==> src/rtl/gspc_pkg.sv <==
// shared types, constants and register codes of the gaussian skin pixel classifier
package gspc_pkg;

  localparam int COUNT_BITS = 22;
  localparam int OUT_W      = 22;
  localparam int PIX_W      = 8;
  localparam int CHROMA_W   = 17;
  localparam int DIFF_W     = 18;
  localparam int PROD_W     = 36;
  localparam int MUL_X_W    = 19;
  localparam int MUL_Y_W    = 34;
  localparam int MUL_P_W    = MUL_X_W + MUL_Y_W;
  localparam int ACC_W      = 70;
  localparam int CFG_IDX_W  = 3;
  localparam int CFG_DATA_W = 32;

  // register indexes
  localparam logic [CFG_IDX_W-1:0] REG_CHROMA_MODE = 3'd0;
  localparam logic [CFG_IDX_W-1:0] REG_MEAN_FIRST  = 3'd1;
  localparam logic [CFG_IDX_W-1:0] REG_MEAN_SECOND = 3'd2;
  localparam logic [CFG_IDX_W-1:0] REG_INV_COV_00  = 3'd3;
  localparam logic [CFG_IDX_W-1:0] REG_INV_COV_01  = 3'd4;
  localparam logic [CFG_IDX_W-1:0] REG_INV_COV_11  = 3'd5;
  localparam logic [CFG_IDX_W-1:0] REG_THRESHOLD   = 3'd6;

  // chroma word handed from front to back
  typedef struct packed {
    logic signed [CHROMA_W-1:0] c0;
    logic signed [CHROMA_W-1:0] c1;
    logic                       ref_skin;
    logic                       frame_start;
  } chroma_t;

  // model settings used by the back end
  typedef struct packed {
    logic signed [15:0] mean_first;
    logic signed [15:0] mean_second;
    logic signed [31:0] inv_cov_00;
    logic signed [31:0] inv_cov_01;
    logic signed [31:0] inv_cov_11;
    logic signed [31:0] threshold;
  } model_cfg_t;

endpackage

==> src/rtl/gspc_front.sv <==
// front end: takes pixels and forms the chroma word (rg divider or cbcr)
module gspc_front import gspc_pkg::*; (
  input  logic             clk_i,
  input  logic             rst_ni,
  input  logic             mode_i,
  input  logic             push,
  output logic             full,
  input  logic [PIX_W-1:0] red_i,
  input  logic [PIX_W-1:0] green_i,
  input  logic [PIX_W-1:0] blue_i,
  input  logic             ref_is_skin_i,
  input  logic             frame_start_i,
  output logic             q_wr_o,
  output chroma_t          q_data_o,
  input  logic             q_full_i
);

  localparam logic [1:0] ST_IDLE = 2'd0;
  localparam logic [1:0] ST_CALC = 2'd1;
  localparam logic [1:0] ST_DONE = 2'd2;

  logic [1:0]  state_q, state_d;
  logic [3:0]  cnt_q;
  logic [PIX_W-1:0] r_q, g_q, b_q;
  logic        ref_q, start_q;
  logic [9:0]  sum_q;
  logic [15:0] num0_q, num1_q;
  logic [10:0] rem0_q, rem1_q;
  logic [8:0]  quo0_q, quo1_q;
  logic [10:0] sh0, sh1;
  logic        ge0, ge1;
  logic        accept;
  logic signed [25:0] cb_acc, cr_acc;
  logic signed [CHROMA_W-1:0] cb, cr;

  assign accept = push && !full;
  assign full   = (state_q != ST_IDLE);
  assign q_wr_o = (state_q == ST_DONE) && !q_full_i;

  // one restoring step per cycle for both components
  assign sh0 = {rem0_q[9:0], num0_q[15]};
  assign sh1 = {rem1_q[9:0], num1_q[15]};
  assign ge0 = sh0 >= {1'b0, sum_q};
  assign ge1 = sh1 >= {1'b0, sum_q};

  // cbcr with rounding to q8.8
  always_comb begin
    cb_acc = 26'(b_q) * 26'd32768 - 26'(r_q) * 26'd11076 - 26'(g_q) * 26'd21692 + 26'sd128;
    cr_acc = 26'(r_q) * 26'd32768 - 26'(g_q) * 26'd27460 - 26'(b_q) * 26'd5308 + 26'sd128;
    cb     = cb_acc[24:8];
    cr     = cr_acc[24:8];
  end

  always_comb begin
    q_data_o.ref_skin    = ref_q;
    q_data_o.frame_start = start_q;
    if (mode_i) begin
      q_data_o.c0 = cb;
      q_data_o.c1 = cr;
    end else if (sum_q == 10'd0) begin
      q_data_o.c0 = '0;
      q_data_o.c1 = '0;
    end else begin
      q_data_o.c0 = {8'b0, quo0_q};
      q_data_o.c1 = {8'b0, quo1_q};
    end
  end

  always_comb begin
    state_d = state_q;
    unique case (state_q)
      ST_IDLE: if (accept) state_d = mode_i ? ST_DONE : ST_CALC;
      ST_CALC: if (cnt_q == 4'd15) state_d = ST_DONE;
      ST_DONE: if (!q_full_i) state_d = ST_IDLE;
      default: state_d = ST_IDLE;
    endcase
  end

  always_ff @(posedge clk_i or negedge rst_ni) begin
    if (!rst_ni) begin
      state_q <= ST_IDLE;
      cnt_q   <= '0;
    end else begin
      state_q <= state_d;
      if (accept) cnt_q <= '0;
      else if (state_q == ST_CALC) cnt_q <= cnt_q + 4'd1;
    end
  end

  always_ff @(posedge clk_i) begin
    if (accept) begin
      r_q     <= red_i;
      g_q     <= green_i;
      b_q     <= blue_i;
      ref_q   <= ref_is_skin_i;
      start_q <= frame_start_i;
      sum_q   <= 10'(red_i) + 10'(green_i) + 10'(blue_i);
      num0_q  <= {red_i, 8'b0};
      num1_q  <= {green_i, 8'b0};
      rem0_q  <= '0;
      rem1_q  <= '0;
      quo0_q  <= '0;
      quo1_q  <= '0;
    end else if (state_q == ST_CALC) begin
      num0_q <= {num0_q[14:0], 1'b0};
      num1_q <= {num1_q[14:0], 1'b0};
      rem0_q <= ge0 ? sh0 - {1'b0, sum_q} : sh0;
      rem1_q <= ge1 ? sh1 - {1'b0, sum_q} : sh1;
      quo0_q <= {quo0_q[7:0], ge0};
      quo1_q <= {quo1_q[7:0], ge1};
    end
  end

endmodule

==> src/rtl/gspc_queue.sv <==
// two-entry queue of chroma words between front and back
module gspc_queue import gspc_pkg::*; (
  input  logic    clk_i,
  input  logic    rst_ni,
  input  logic    wr_i,
  input  chroma_t wr_data_i,
  output logic    full_o,
  input  logic    rd_i,
  output chroma_t rd_data_o,
  output logic    empty_o
);

  chroma_t    mem_q [2];
  logic       wr_ptr_q, rd_ptr_q;
  logic [1:0] count_q;

  assign full_o    = (count_q == 2'd2);
  assign empty_o   = (count_q == 2'd0);
  assign rd_data_o = mem_q[rd_ptr_q];

  always_ff @(posedge clk_i or negedge rst_ni) begin
    if (!rst_ni) begin
      wr_ptr_q <= 1'b0;
      rd_ptr_q <= 1'b0;
      count_q  <= '0;
    end else begin
      if (wr_i) wr_ptr_q <= !wr_ptr_q;
      if (rd_i) rd_ptr_q <= !rd_ptr_q;
      if (wr_i && !rd_i) count_q <= count_q + 2'd1;
      else if (rd_i && !wr_i) count_q <= count_q - 2'd1;
    end
  end

  always_ff @(posedge clk_i) begin
    if (wr_i) mem_q[wr_ptr_q] <= wr_data_i;
  end

endmodule

==> src/rtl/gspc_back.sv <==
// back end: quadratic form on a shared multiplier, decision, counters, result register
module gspc_back import gspc_pkg::*; (
  input  logic             clk_i,
  input  logic             rst_ni,
  input  model_cfg_t       cfg_i,
  input  chroma_t          q_data_i,
  input  logic             q_empty_i,
  output logic             q_rd_o,
  output logic             empty,
  input  logic             pop,
  output logic             is_skin_o,
  output logic [OUT_W-1:0] skin_total_o,
  output logic [OUT_W-1:0] non_skin_total_o,
  output logic [OUT_W-1:0] missed_skin_o,
  output logic [OUT_W-1:0] false_skin_o
);

  localparam logic [1:0] ST_IDLE = 2'd0;
  localparam logic [1:0] ST_RUN  = 2'd1;
  localparam logic [1:0] ST_FIN  = 2'd2;

  logic [1:0] state_q, state_d;
  logic [1:0] term_q, phase_q;
  logic signed [DIFF_W-1:0] d0_q, d1_q;
  logic signed [PROD_W-1:0] p_q;
  logic signed [ACC_W-1:0]  acc_q;
  logic ref_q, start_q;
  logic [COUNT_BITS-1:0] skin_q, non_q, miss_q, false_q;
  logic [COUNT_BITS-1:0] skin_b, non_b, miss_b, false_b;
  logic out_valid_q, load, skin;
  logic signed [MUL_X_W-1:0] mx;
  logic signed [MUL_Y_W-1:0] my, coef;
  logic signed [MUL_P_W-1:0] prod;
  logic signed [DIFF_W-1:0]  da, db;
  logic signed [ACC_W-1:0]   prod_ext;

  function automatic logic [COUNT_BITS-1:0] bump(input logic [COUNT_BITS-1:0] c);
    bump = (&c) ? c : c + 1'b1;
  endfunction

  assign q_rd_o = (state_q == ST_IDLE) && !q_empty_i;
  assign skin   = acc_q[ACC_W-1];
  assign load   = (state_q == ST_FIN) && (!out_valid_q || pop);
  assign empty  = !out_valid_q;

  // operand selection for the shared multiplier
  always_comb begin
    unique case (term_q)
      2'd0:    begin da = d0_q; db = d0_q; coef = MUL_Y_W'(cfg_i.inv_cov_00); end
      2'd1:    begin
        da = d0_q; db = d1_q; coef = MUL_Y_W'($signed({cfg_i.inv_cov_01, 1'b0}));
      end
      default: begin da = d1_q; db = d1_q; coef = MUL_Y_W'(cfg_i.inv_cov_11); end
    endcase
    unique case (phase_q)
      2'd0:    begin mx = MUL_X_W'(da); my = MUL_Y_W'(db); end
      2'd1:    begin mx = $signed({1'b0, p_q[17:0]}); my = coef; end
      default: begin mx = MUL_X_W'($signed(p_q[PROD_W-1:18])); my = coef; end
    endcase
    prod     = mx * my;
    prod_ext = ACC_W'(prod);
  end

  always_comb begin
    state_d = state_q;
    unique case (state_q)
      ST_IDLE: if (q_rd_o) state_d = ST_RUN;
      ST_RUN:  if (term_q == 2'd2 && phase_q == 2'd2) state_d = ST_FIN;
      ST_FIN:  if (load) state_d = ST_IDLE;
      default: state_d = ST_IDLE;
    endcase
  end

  // counters after this pixel, frame start clears first
  always_comb begin
    skin_b  = start_q ? '0 : skin_q;
    non_b   = start_q ? '0 : non_q;
    miss_b  = start_q ? '0 : miss_q;
    false_b = start_q ? '0 : false_q;
    if (skin) skin_b = bump(skin_b);
    else non_b = bump(non_b);
    if (ref_q && !skin) miss_b = bump(miss_b);
    if (!ref_q && skin) false_b = bump(false_b);
  end

  always_ff @(posedge clk_i or negedge rst_ni) begin
    if (!rst_ni) begin
      state_q     <= ST_IDLE;
      term_q      <= '0;
      phase_q     <= '0;
      out_valid_q <= 1'b0;
      skin_q      <= '0;
      non_q       <= '0;
      miss_q      <= '0;
      false_q     <= '0;
    end else begin
      state_q <= state_d;
      if (q_rd_o) begin
        term_q  <= '0;
        phase_q <= '0;
      end else if (state_q == ST_RUN) begin
        if (phase_q == 2'd2) begin
          phase_q <= '0;
          term_q  <= term_q + 2'd1;
        end else begin
          phase_q <= phase_q + 2'd1;
        end
      end
      if (load) begin
        out_valid_q <= 1'b1;
        skin_q      <= skin_b;
        non_q       <= non_b;
        miss_q      <= miss_b;
        false_q     <= false_b;
      end else if (pop) begin
        out_valid_q <= 1'b0;
      end
    end
  end

  always_ff @(posedge clk_i) begin
    if (q_rd_o) begin
      d0_q    <= DIFF_W'(q_data_i.c0) - DIFF_W'(cfg_i.mean_first);
      d1_q    <= DIFF_W'(q_data_i.c1) - DIFF_W'(cfg_i.mean_second);
      acc_q   <= ACC_W'(cfg_i.threshold) <<< 17;
      ref_q   <= q_data_i.ref_skin;
      start_q <= q_data_i.frame_start;
    end else if (state_q == ST_RUN) begin
      unique case (phase_q)
        2'd0:    p_q   <= prod[PROD_W-1:0];
        2'd1:    acc_q <= acc_q + prod_ext;
        default: acc_q <= acc_q + (prod_ext <<< 18);
      endcase
    end
    if (load) begin
      is_skin_o        <= skin;
      skin_total_o     <= OUT_W'(skin_b);
      non_skin_total_o <= OUT_W'(non_b);
      missed_skin_o    <= OUT_W'(miss_b);
      false_skin_o     <= OUT_W'(false_b);
    end
  end

endmodule

==> src/rtl/gaussian_skin_pixel_classifier.sv <==
// top level of the gaussian skin pixel classifier
//
//  channel | handshake                     | payload
//  --------+-------------------------------+------------------------------------------
//  input   | push / full                   | red_i green_i blue_i ref_is_skin_i frame_start_i
//  result  | empty / pop                   | is_skin_o skin_total_o non_skin_total_o
//          |                               | missed_skin_o false_skin_o
//  config  | cfg_valid_i / cfg_ready_o     | cfg_index_i cfg_data_i
//
// pace: in cbcr mode the back end sets the pace of words, walking the
//   three terms of the quadratic form in three steps each on one 19x34 multiplier
// in rg mode the restoring divider of the front end sets the pace instead
// reset clears control state and counters and loads the register reset values
// a two-entry queue sits between front and back, and the result register lets the
//   back end finish the next word while the previous one waits to be popped
module gaussian_skin_pixel_classifier import gspc_pkg::*; (
  input  logic                  clk_i,
  input  logic                  rst_ni,
  input  logic                  push,
  output logic                  full,
  input  logic [PIX_W-1:0]      red_i,
  input  logic [PIX_W-1:0]      green_i,
  input  logic [PIX_W-1:0]      blue_i,
  input  logic                  ref_is_skin_i,
  input  logic                  frame_start_i,
  output logic                  empty,
  input  logic                  pop,
  output logic                  is_skin_o,
  output logic [OUT_W-1:0]      skin_total_o,
  output logic [OUT_W-1:0]      non_skin_total_o,
  output logic [OUT_W-1:0]      missed_skin_o,
  output logic [OUT_W-1:0]      false_skin_o,
  input  logic                  cfg_valid_i,
  output logic                  cfg_ready_o,
  input  logic [CFG_IDX_W-1:0]  cfg_index_i,
  input  logic [CFG_DATA_W-1:0] cfg_data_i
);

  logic       mode_q;
  model_cfg_t cfg_q;
  logic       cfg_wr;

  // front to queue, queue to back
  logic    q_wr, q_full, q_rd, q_empty;
  chroma_t q_wdata, q_rdata;

  // config writes are always taken, unknown indexes are dropped
  assign cfg_ready_o = 1'b1;
  assign cfg_wr      = cfg_valid_i && cfg_ready_o;

  always_ff @(posedge clk_i or negedge rst_ni) begin
    if (!rst_ni) begin
      mode_q            <= 1'b0;
      cfg_q.mean_first  <= '0;
      cfg_q.mean_second <= '0;
      cfg_q.inv_cov_00  <= 32'sd65536;
      cfg_q.inv_cov_01  <= '0;
      cfg_q.inv_cov_11  <= 32'sd65536;
      cfg_q.threshold   <= '0;
    end else if (cfg_wr) begin
      unique case (cfg_index_i)
        REG_CHROMA_MODE: mode_q            <= cfg_data_i[0];
        REG_MEAN_FIRST:  cfg_q.mean_first  <= cfg_data_i[15:0];
        REG_MEAN_SECOND: cfg_q.mean_second <= cfg_data_i[15:0];
        REG_INV_COV_00:  cfg_q.inv_cov_00  <= cfg_data_i;
        REG_INV_COV_01:  cfg_q.inv_cov_01  <= cfg_data_i;
        REG_INV_COV_11:  cfg_q.inv_cov_11  <= cfg_data_i;
        REG_THRESHOLD:   cfg_q.threshold   <= cfg_data_i;
        default: ;
      endcase
    end
  end

  // chroma formation
  gspc_front u_front (
    .clk_i         (clk_i),
    .rst_ni        (rst_ni),
    .mode_i        (mode_q),
    .push          (push),
    .full          (full),
    .red_i         (red_i),
    .green_i       (green_i),
    .blue_i        (blue_i),
    .ref_is_skin_i (ref_is_skin_i),
    .frame_start_i (frame_start_i),
    .q_wr_o        (q_wr),
    .q_data_o      (q_wdata),
    .q_full_i      (q_full)
  );

  // decoupling queue
  gspc_queue u_queue (
    .clk_i     (clk_i),
    .rst_ni    (rst_ni),
    .wr_i      (q_wr),
    .wr_data_i (q_wdata),
    .full_o    (q_full),
    .rd_i      (q_rd),
    .rd_data_o (q_rdata),
    .empty_o   (q_empty)
  );

  // decision and counting
  gspc_back u_back (
    .clk_i            (clk_i),
    .rst_ni           (rst_ni),
    .cfg_i            (cfg_q),
    .q_data_i         (q_rdata),
    .q_empty_i        (q_empty),
    .q_rd_o           (q_rd),
    .empty            (empty),
    .pop              (pop),
    .is_skin_o        (is_skin_o),
    .skin_total_o     (skin_total_o),
    .non_skin_total_o (non_skin_total_o),
    .missed_skin_o    (missed_skin_o),
    .false_skin_o     (false_skin_o)
  );

endmodule

==> config.mk <==
export PLATFORM = sky130hd
export DESIGN_NAME = gaussian_skin_pixel_classifier
export DESIGN_NICKNAME = d
export VERILOG_FILES = /design/src/rtl/gspc_pkg.sv /design/src/rtl/gspc_front.sv /design/src/rtl/gspc_queue.sv /design/src/rtl/gspc_back.sv /design/src/rtl/gaussian_skin_pixel_classifier.sv
export SDC_FILE = /design/constraint.sdc
export NUM_CORES = 2
export LEC_CHECK = 0
export BUFFER_PORTS_ARGS = -buffer_cell sky130_fd_sc_hd__clkbuf_2
export CORE_AREA = 2 2 415 417
export DETAILED_ROUTE_END_ITERATION = 8
export DIE_AREA = 0 0 417 419
export SYNTH_ARGS = -nofsm -noshare
export SYNTH_HDL_FRONTEND = slang
export SYNTH_SLANG_ARGS = --single-unit
==> constraint.sdc <==
create_clock -name clk_i -period 12.4 [get_ports clk_i]
set_input_delay 2.48 -clock clk_i [delete_from_list [all_inputs] [get_ports clk_i]]
set_output_delay 2.48 -clock clk_i [all_outputs]
set_load 0.02 [all_outputs]
==> results.cfg <==
[finish]
multiInputGateArea_um2 = 45500
stdcell_count = 9680
drive_gt1_frac = 0.0979
syn2layout_area_growth_pct = 9.75
nFillCells = 16587
regArea_um2 = 18000
fin_nets = 8782

[synth]
ys_types = 98
synthesis.nets = 8671
synth_top_area_share = 0.207
async_flop_share = 0.402
yosys_warnings = 0
yosys-top-cells-area = fa_1 (21%), edfxtp_1 (15%), ha_1 (12%), dfrtp_1 (9.7%), inv_1 (5.2%)
yosysTopAreaCell = fa_1
ys_seq_elements = 661
yosysSeqAreaShare = 0.265
ys.flop_type = edfxtp_1
syn_area_per_cell_um2 = 9.35
mappedNetlistArea_um2 = 67900
synth_cells = 7263
synth_edf_count = 340

[drt]
highest_layer = met5
drt-total-wl_um = 215000
wl_met1_um = 91800
drtIter0Drc = 3923
dr_wl_met2_um = 100000
vias = 52378
ant_nets = 0
route.detailed.drc = 0
dr_wl_met3_um = 12600
vias_per_cell = 5.41
routedWlPerCell_um = 22.2
drtPass1Iterations = 6

[setup_path]
ff2ff_path_depth = 41
slowest_delay_ns = 0.82
timing.rr.start = u_back.term_q[0]$_DFFE_PN0P_
crit_type = register to register
cp_max_fo = 28
start_kind = register
path_buf_inv = 6
critical_path_depth = 41
crit_top_cell = fa_1
r2r_setup_slack_ns = 0.40
end_kind = register
worstSetupStartpoint = u_back.term_q[0]$_DFFE_PN0P_
cp_slowest_cell = xor2_1
crit_family = adder cells
worstPathArrival_ns = 12.41
cp.required_ns = 12.81

[floorplan]
initial_core_util = 0.398
dieArea_um2 = 175000
num_io_pins = 158
num_rows = 152
die_w_um = 417
core_um2 = 171000
die_h_um = 419

[sta]
rsz0062_at_grt = false
period_minus_slack_ns = 12.00
timing.hold.ws_ns = 0.455
fin_setup_tns_ns = 0
max_freq_ghz = 0.0833
setup_viol = 0
drv_slew = 0
hold_viol_final = 0
relSlewSlack = 0.103
fin_crit_sh = 0.968
finalClockSkew_ns = 0.0402
worst_pin_slew_ns = 1.33

[flow_run]
cap_violations = 0

[min_path]
min_from = u_front.start_q$_DFFE_PP_
hold_depth = 0
hold_class = register to register

[clock_tree]
cts_max_level = 3
cts_buffer_depth = 3
cts_tree = yes
clk_latency_ns = 0.70
clk_transition_reported_paths_ns = 0.07
clockRootBuffer = clkbuf_16
cts_sinks = 661
cts_buffers = 76

[placed_design]
dp.cells = 9528
port_buffers = 156
gp_congestion = 0.999
dp_hpwl_um = 169000

[global_routing]
grt_pass1_wl_um = 326000
grtUsageTotal = 0.245
antenna_found_initial = 23
overflow = 0
grt_pass1_vias = 52628
grt_max_degree = 154

[run_status]
outcome = complete, no violations
-- area by class of cell --
cell class	instances	share of cell area
Multi-Input combinational cell	5366	0.611
Sequential cell	661	0.241
Inverter	951	0.0480
Tap cell	2233	0.0375
Clock buffer	105	0.0288
Timing Repair Buffer	318	0.0284
Clock inverter	36	0.00485
Antenna cell	10	0.000336
-- cell usage after synthesis, drive strengths merged, types with 25 or more instances --
| master | n |
|---|---|
| o21bai | 67 |
| ha | 640 |
| a31oi | 42 |
| nor2 | 570 |
| nor2b | 90 |
| o21a | 33 |
| or3 | 26 |
| mux2i | 29 |
| o31ai | 33 |
| mux2 | 183 |
| nand2b | 75 |
| dfrtp | 264 |
| nor3b | 25 |
| a211oi | 32 |
| a21oi | 423 |
| nand4 | 60 |
| nand2 | 944 |
| and3 | 31 |
| edfxtp | 340 |
| clkbuf | 261 |
| xor2 | 148 |
| dfxtp | 55 |
| o21ai | 359 |
| a21o | 124 |
| inv | 950 |
| and2 | 56 |
| nor3 | 92 |
| nand3 | 96 |
| fa | 702 |
| xnor2 | 232 |
-- metrics by stage --
step	util	cell area, µm²	worst slack (ns)
after floorplan	-	67900	1.59
after global placement	0.421	71800	-0.0924
after detailed placement	0.421	71800	-0.0915
after CTS	0.436	74300	0.0498
after global routing	0.437	74500	0.0149
final	0.437	74500	0.401
-- sequential cells by signal (all words and copies together), names as in the netlist, 18 cells and up, named ones only --
register and count:
u_back.non_skin_total_o 22, u_back.miss_q 22, u_back.skin_total_o 22, u_queue.mem_q 72
u_back.missed_skin_o 22, cfg_q 160, u_back.false_skin_o 22, u_back.p_q 36
u_back.d1_q 18, u_back.skin_q 22, u_back.d0_q 18, u_back.acc_q 53
u_back.non_q 22, u_back.false_q 22
-- path summary, 6_finish.rpt --
kind	endpoint
min in group asynchronous	u_back.skin_q[8]$_DFFE_PN0P_
hold / removal	u_queue.mem_q[1][0]$_DFFE_PP_
max in group asynchronous	cfg_q[44]$_DFFE_PN0P_
setup reg to reg	u_back.acc_q[67]$_DFFE_PP_
setup / recovery	u_back.acc_q[67]$_DFFE_PP_
hold reg to reg	u_queue.mem_q[1][0]$_DFFE_PP_
-- layer usage --
| metal | global-route usage | up-vias |
|---|---|---|
| li1 | - | 24364 |
| met1 | 0.327 | 26033 |
| met4 | 0.102 | 2 |
| met5 | 0 | - |
| met2 | 0.398 | 1611 |
| met3 | 0.0359 | 368 |
-- cell families (layout without fill, tap and decap cells) --
| logic type | after synthesis | after routing | synth area share |
|---|---|---|---|
| other | 1 | 11 | 0.0000552 |
| buffers and inverters | 1236 | 1410 | 0.0686 |
| adder cells (fa/ha/maj) | 1342 | 1342 | 0.325 |
| flip-flops | 661 | 661 | 0.265 |
| AND/OR/NAND/NOR | 2128 | 2128 | 0.139 |
| multiplexers | 212 | 212 | 0.0346 |
| AO/OA/AOI/OAI | 1301 | 1301 | 0.118 |
| XOR/XNOR | 382 | 382 | 0.0498 |
-- worst register-to-register path: cells and delay by family (launching register included) --
kind	cells	cell delay, ns
adders and majority gates	10	4.57
AOI/OAI and AO/OA	12	2.89
and+or+nand+nor	11	2.02
xor gates and xnor gates	2	0.99
buffers and inverters	6	0.88
DFF	1	0.39
-- repair_timing --
item,in CTS,in global routing
setup endpoints to repair,1,21
pin swaps,0,1
resized for setup,7,30
hold endpoints to repair,0,0
hold buffers,0,0
setup buffers,0,1
-- layout by cell type (no fill, tap or decap), types with 24 or more instances in the layout --
cell type    n
a211oi_1    30
a21o_1     117
a21oi_1    414
a31oi_1     40
and2_1      55
and3_1      31
buf_4      151
clkbuf_16   79
clkbuf_2   155
dfrtp_1    263
dfxtp_1     55
edfxtp_1   340
fa_1       702
ha_1       638
inv_1      946
mux2_2     183
mux2i_1     29
nand2_1    944
nand2b_1    74
nand3_1     94
nand4_1     60
nor2_1     566
nor2b_1     87
nor3_1      88
o21a_1      31
o21ai_0    329
o21bai_1    67
o31ai_1     31
or3_1       24
xnor2_1    227
xor2_1     147
Power is left out: the tool's default activity adds up to more than one toggle a clock period on the data nets, which glitch-free logic cannot reach.
